## config.mk

```make
export PLATFORM = sky130hd
export DESIGN_NAME = c3s_front
export DESIGN_NICKNAME = d
export VERILOG_FILES = /design/src/hw/rtl/c3s_pkg.sv /design/src/hw/rtl/c3s_front.sv
export SDC_FILE = /design/constraint.sdc
export NUM_CORES = 2
export LEC_CHECK = 0
export BUFFER_PORTS_ARGS = -buffer_cell sky130_fd_sc_hd__buf_2
export CORE_ASPECT_RATIO = 1.75
export CORE_MARGIN = 5
export CORE_UTILIZATION = 62
export CTS_CLUSTER_SIZE = 24
export DETAILED_ROUTE_END_ITERATION = 16
export GPL_ROUTABILITY_DRIVEN = 0
export PLACE_DENSITY = 0.79
export SLEW_MARGIN = 10
export SYNTH_ARGS = -nofsm -noshare
export SYNTH_HDL_FRONTEND = slang
export SYNTH_SLANG_ARGS = --single-unit
```

## constraint.sdc

```tcl
create_clock -name clk -period 4.55 [get_ports clk]
set_clock_uncertainty 0.1 [all_clocks]
set_input_delay 0.455 -clock clk [delete_from_list [all_inputs] [get_ports clk]]
set_output_delay 0.455 -clock clk [all_outputs]
set_load 0.05 [all_outputs]
```

## src/hw/rtl/c3s_pkg.sv

```systemverilog
// Shared types, constants and register codes for the 3x3 convolution stream block.
`timescale 1ns / 1ps

package c3s_pkg;

  // Defaults for the top-level parameters.
  localparam int DefMaxWidth  = 64;
  localparam int DefPixelBits = 16;

  // Fixed arithmetic and kernel geometry.
  localparam int FracBits   = 8;
  localparam int KSize      = 3;
  localparam int Taps       = KSize * KSize;
  localparam int QueueDepth = 4;

  // Register widths.
  localparam int WidthBits    = 7;
  localparam int HeightBits   = 10;
  localparam int CoefBits     = 48;
  localparam int CfgIndexBits = 3;
  localparam int CfgDataBits  = CoefBits;

  // Register reset values.
  localparam logic [WidthBits-1:0]  WidthReset  = WidthBits'(27);
  localparam logic [HeightBits-1:0] HeightReset = HeightBits'(48);

  typedef enum logic [CfgIndexBits-1:0] {
    CfgImageWidth  = 3'd0,
    CfgImageHeight = 3'd1,
    CfgCoefTop     = 3'd2,
    CfgCoefMid     = 3'd3,
    CfgCoefBot     = 3'd4
  } cfg_index_t;

  typedef struct packed {
    logic [WidthBits-1:0]  image_width;
    logic [HeightBits-1:0] image_height;
  } geom_t;

  typedef struct packed {
    logic [CoefBits-1:0] bot;
    logic [CoefBits-1:0] mid;
    logic [CoefBits-1:0] top;
  } coef_regs_t;

  // Fill status of the window queue between front and back.
  typedef struct packed {
    logic empty;
    logic full;
    logic near_full;
  } q_stat_t;

endpackage

```

## src/hw/rtl/c3s_front.sv

```systemverilog
// Front part: pixel counters, line buffer memory, 3x3 window and result classification.
`timescale 1ns / 1ps

module c3s_front #(
  parameter int MAX_WIDTH  = c3s_pkg::DefMaxWidth,
  parameter int PIXEL_BITS = c3s_pkg::DefPixelBits
) (
  input  logic                                            clk,
  input  logic                                            rst,
  input  c3s_pkg::geom_t                                  geom,
  input  logic [PIXEL_BITS-1:0]                           pixel,
  input  logic                                            push,
  output logic                                            full,
  input  c3s_pkg::q_stat_t                                q_stat,
  output logic                                            q_push,
  output logic [c3s_pkg::Taps*PIXEL_BITS:0]               q_data
);
  import c3s_pkg::*;

  localparam int ColW   = $clog2(MAX_WIDTH);
  localparam int WCmpW  = ($clog2(MAX_WIDTH + 1) > WidthBits) ? $clog2(MAX_WIDTH + 1) : WidthBits;
  localparam int WordW  = 2 * PIXEL_BITS;

  logic [ColW-1:0]       col;
  logic [HeightBits-1:0] row;
  logic [WCmpW-1:0]      iw;
  logic [WCmpW-1:0]      w_eff;
  logic [HeightBits-1:0] h_eff;
  logic                  last_col;
  logic                  last_row;
  logic                  emit;
  logic                  accept;

  // Each line buffer word holds the previous row (high half) and the row before it.
  logic [WordW-1:0]      line_mem [MAX_WIDTH];
  logic [WordW-1:0]      rd_word;

  logic                  s1_valid;
  logic                  s1_emit;
  logic                  s1_last;
  logic [ColW-1:0]       s1_col;
  logic [PIXEL_BITS-1:0] s1_px;

  logic [PIXEL_BITS-1:0] win      [KSize][KSize];
  logic [PIXEL_BITS-1:0] win_next [KSize][KSize];

  always_comb begin
    iw = WCmpW'(geom.image_width);
    if (iw < WCmpW'(KSize)) begin
      w_eff = WCmpW'(KSize);
    end else if (iw > WCmpW'(MAX_WIDTH)) begin
      w_eff = WCmpW'(MAX_WIDTH);
    end else begin
      w_eff = iw;
    end
    if (geom.image_height < HeightBits'(KSize)) begin
      h_eff = HeightBits'(KSize);
    end else begin
      h_eff = geom.image_height;
    end
  end

  assign last_col = (WCmpW'(col) >= w_eff - WCmpW'(1));
  assign last_row = (row >= h_eff - HeightBits'(1));
  assign emit     = (col >= ColW'(KSize - 1)) && (row >= HeightBits'(KSize - 1));

  // A pixel in stage one may push in the cycle after its acceptance, so leave room for it.
  assign full   = s1_valid ? q_stat.near_full : q_stat.full;
  assign accept = push && !full;

  always_ff @(posedge clk) begin
    if (rst) begin
      col      <= '0;
      row      <= '0;
      s1_valid <= 1'b0;
    end else begin
      s1_valid <= accept;
      if (accept) begin
        if (last_col) begin
          col <= '0;
          row <= last_row ? '0 : row + HeightBits'(1);
        end else begin
          col <= col + ColW'(1);
        end
      end
    end
  end

  always_ff @(posedge clk) begin
    if (accept) begin
      s1_px   <= pixel;
      s1_col  <= col;
      s1_emit <= emit;
      s1_last <= last_col && last_row;
    end
  end

  // Consecutive pixels never share a column, so the write back never meets a pending read.
  always_ff @(posedge clk) begin
    if (accept) begin
      rd_word <= line_mem[col];
    end
    if (s1_valid) begin
      line_mem[s1_col] <= {s1_px, rd_word[WordW-1:PIXEL_BITS]};
    end
  end

  always_comb begin
    for (int m = 0; m < KSize; m++) begin
      for (int n = 0; n < KSize - 1; n++) begin
        win_next[m][n] = win[m][n+1];
      end
    end
    win_next[0][KSize-1] = rd_word[PIXEL_BITS-1:0];
    win_next[1][KSize-1] = rd_word[WordW-1:PIXEL_BITS];
    win_next[2][KSize-1] = s1_px;
  end

  always_ff @(posedge clk) begin
    if (rst) begin
      for (int m = 0; m < KSize; m++) begin
        for (int n = 0; n < KSize; n++) begin
          win[m][n] <= '0;
        end
      end
    end else if (s1_valid) begin
      win <= win_next;
    end
  end

  assign q_push = s1_valid && s1_emit;

  always_comb begin
    q_data[Taps*PIXEL_BITS] = s1_last;
    for (int m = 0; m < KSize; m++) begin
      for (int n = 0; n < KSize; n++) begin
        q_data[(m*KSize+n)*PIXEL_BITS +: PIXEL_BITS] = win_next[m][n];
      end
    end
  end

endmodule

```

==> results by stage <==
Timing:
- The share of the clock period used by the worst path after layout is 80.5%.
- The relative slew slack is 21.7%.
- The time the final worst path needs with I/O delays and setup is 3.66 ns.
- The final max-slew violation count came to 0.
- The number of failing setup endpoints in the final timing report is 0.
- The final sum of negative setup slack is 0 ns.
- The final hold violation count was 0.
- Setup repair after global routing left no endpoint under its margin.
- The achievable clock frequency is 273 MHz.
- At the pin with the least slew margin, the transition time is 1.17 ns.

Clocking:
- TritonCTS built the clock tree.
- Post-CTS repair changed the size of 0 cells.
- The buffer count from post-CTS setup fixing is 0.
- The clock latency on the worst-skew pair is 0.81 ns.
- Clock-pin slew was measured on the worst setup and hold paths at 0.07 ns.
- Clock tree synthesis inserted a total of 176 buffers.
- The clock root buffer is clkbuf_16.
- The longest clock path from root to sink contains 3 buffers.
- The clock sink count is 2217.
- The H-tree was split into 4 levels.
- For this design, the CTS-stage hold fixing added 18 buffers.

Pwr:
- The clock network is responsible for 38.8% of the overall power.
- Of the total power, combinational logic draws 5.7%.
- IR analysis of the VDD net gives a maximum drop of 363 µV.
- The leakage power is 29.8 nW.
- For this design the ratio of total power to cell area is 423 nW/µm².
- Internal power comes to 32.0 mW.
- The power spent charging and discharging nets is 8.53 mW.
- Summing internal, switching and leakage power gives 40.5 mW.
- Registers are responsible for 55.6% of the overall power.
- The net switching share of the total power is 21.0%.

GRT:
- The total overflow left after global routing is 0.
- The wire length of the first global-routing pass is 326000 µm.
- Entering global routing, the biggest net connects 86 pins.
- The initial antenna violation count is 12.
- The via count of the first global-routing pass is 45.7k.
- Global routing consumed, over all layers together, 31.5% of the routing resources.

Routing:
- In the routed design, unresolved DRC markers number 0.
- After detailed routing, the total wire length is 229000 µm.
- The DRC violation total after the first TritonRoute iteration is 6346.
- The average detailed-routed wire length per instance is 35.4 µm.
- Once detail routing completed, the nets flagged for antenna violations numbered 0.
- Summing over every cut layer, the via total after detailed routing is 44.8k.
- Using the TritonRoute via totals, the vias-per-cell ratio works out to 6.95.
- For this run, the detailed router's first-pass iteration total came to 5.

Worst setup path:
- On the worst path, the slowest cell contributes a delay of 0.94 ns.
- The worst setup path is of the flop to flop kind.
- Along the worst path, the maximum fanout reaches 29.
- The number of buffer and inverter stages on the critical path is 3.
- STA classifies the critical path endpoint as a flop.
- The launching element type of the critical path is a flop.
- At the worst endpoint, the required time is 5.00 ns.
- The critical path goes through buf_12 > buf_12 > buf_4 > mux4_2 > a211oi_1 > o21ai_0 > and3_1.
- Among the stages of the critical path, the cell type that occurs most often is buf_12.
- The family with the most delay on the worst path is flip-flops.
- For the worst setup path, the data arrival time is 4.11 ns.
- The slowest cell on the critical path is dfxtp_4.

Final layout:
- In the layout the commonest cells are 2104 x edfxtp_1, 417 x mux2i_1, 391 x mux4_2, 213 x buf_4, 183 x buf_2.
- In the final layout, the multi-input gates occupy 18800 µm².
- After the last flow step, the layout net total stands at 4550.
- The layout-stage area growth over the synthesis result is 12.6%.
- The total area of sequential cells is 65500 µm².
- The library cell used most frequently in the layout, excluding fill and tap cells, is edfxtp_1.
- The count of fill cells added during filler insertion is 7817.
- The ratio of cells with drive above 1 in the final layout is 26.1%.

Yosys:
- The dominant synthesized flop cell is edfxtp_1.
- Summing every instance area after synthesis gives 84900 µm².
- The mean post-synth cell area is 20.8 µm².
- Yosys mapped a number of flops with a built-in enable equal to 2104.
- The number of cells produced by synthesis is 4092.
- The count of different cell masters after synthesis is 58.
- The proportion of register bits with asynchronous set or reset after synthesis is 0%.
- After synthesis the netlist holds a flip-flop and latch count of 2217.
- For this run, the number of Yosys warnings is 0.
- The net count after synthesis is 4153.
- The share of the Yosys chip area taken by registers is 77.0%.

Hold path:
- The type of the tightest min-delay check is primary input to flop.

Place:
- In this run the tool buffered the top-level ports with 184 buffer cells.
- Once detailed placement completed, the half-perimeter wirelength came to 134000 µm.

Floorplanning:
- The floorplan has 179 rows.
- The width of the die is 290 µm.
- The initial utilization of the core area, before any placement, comes to 62.4%.
- In this run the vertical extent of the chip is 500 µm.
- Pin placement for this block handled 186 I/O pins.
- The core area is 136000 µm².
- The die covers 145000 µm².

Run:
- Across the run, the number of max-cap violations was 0.

Run status:
- The flow ran to the end, and the final reports show no timing, DRC or antenna violations.
registers in the layout, indices dropped and copies added (netlist names):
name      cells
line_mem   2048
q_data       96
rd_word      32
s1_px        16
row          10
col           6
s1_col        6
s1_emit       1
s1_last       1
s1_valid      1
layer usage:
layer	GRT usage (%)	up-vias	share of wire [%]
li1	-	17700	-
met1	38.2	22900	31
met2	52.5	3412	50
met3	6.95	822	11
met4	18.8	6	7.5
met5	0	-	0.015
power by group through the flow:
| stage | combinational [mW] | clock, mW | sequential (mW) |
|---|---|---|---|
| after floorplan | 1.32 | 0 | 23.2 |
| after detailed placement | 2.25 | 0 | 23.0 |
| final | 2.30 | 15.7 | 22.5 |
| after CTS | 2.29 | 15.8 | 22.5 |
| after global routing | 2.41 | 16.7 | 22.5 |
| after global placement | 2.20 | 0 | 23.0 |
per-stage QoR:
stage	hold slack [ns]	cell area, µm²	util [%]	setup WS (ns)	cells
after detailed placement	0.375	89600	65.8	0.473	6103
after CTS	0.0150	95700	70.2	0.936	6445
after global placement	0.366	89600	65.8	0.522	6102
after global routing	0.0927	95700	70.2	0.670	6446
after floorplan	0.331	84900	-	0.902	4092
final	0.0679	95700	70.3	0.889	6451
synth_stat cells (6+ instances only):
cell type | count | area [µm²]
a22oi_1 | 16 | 120
o21a_1 | 15 | 113
a211oi_1 | 69 | 518
a2111oi_2 | 8 | 120
mux2i_1 | 417 | 4170
dfxtp_1 | 113 | 2260
mux2_2 | 44 | 495
nor2b_1 | 9 | 56.3
nor4_1 | 7 | 43.8
buf_1 | 14 | 52.6
mux4_2 | 391 | 8810
nand2_1 | 60 | 225
a2111oi_0 | 12 | 105
nand2b_1 | 6 | 37.5
buf_4 | 20 | 150
nor2_1 | 207 | 777
clkbuf_1 | 77 | 289
buf_6 | 26 | 293
o22ai_1 | 97 | 607
xor2_1 | 9 | 78.8
and3_1 | 15 | 93.8
a21oi_1 | 49 | 245
ha_1 | 22 | 275
xnor2_1 | 10 | 87.6
o21ai_0 | 31 | 155
edfxtp_1 | 2104 | 63200
buf_2 | 86 | 430
nand3_1 | 15 | 75.1
nor3_1 | 31 | 155
a221oi_1 | 21 | 184
o221ai_1 | 26 | 228
a211o_1 | 14 | 123
cell families after synthesis:
logic type / after synthesis / share of synthesized area (%)
adder cells (fa/ha/maj): 22 / 0.324
AO/OA/AOI/OAI: 380 / 3.18
multiplexers: 853 / 15.9
buffers and inverters: 229 / 1.46
XOR/XNOR: 19 / 0.196
flip-flops: 2217 / 77.0
AND/OR/NAND/NOR: 372 / 1.91
worst reg2reg max path, delay by kind of cell (launching register included):
family / cells / cell delay [ns]
AO/OA/AOI/OAI: 2 / 0.70
buffers and inverters: 3 / 0.89
flip-flops: 1 / 0.94
multiplexers: 1 / 0.54
AND/OR/NAND/NOR: 1 / 0.23
area by class of cell:
class,instances,area share (%)
diodes,6,0.0157
clock buffers,238,5.05
clock inverters,86,1.11
inverters,6,0.0248
multi-input cells,1646,19.6
flip-flops and latches,2217,68.4
well taps,1810,2.37
repair buffers,442,3.40
worst paths after layout:
kind / slack, ns / depth (start not counted) / startpoint / to
min: 0.07 / 2 / rst / q_data[122]
min reg2reg: 0.39 / 2 / q_data[5] / q_data[5]
max: 0.89 / 7 / col[0] / rd_word[29]
max reg2reg: 0.89 / 7 / col[0] / rd_word[29]
Note: power is estimated with default switching activity, not from simulation.
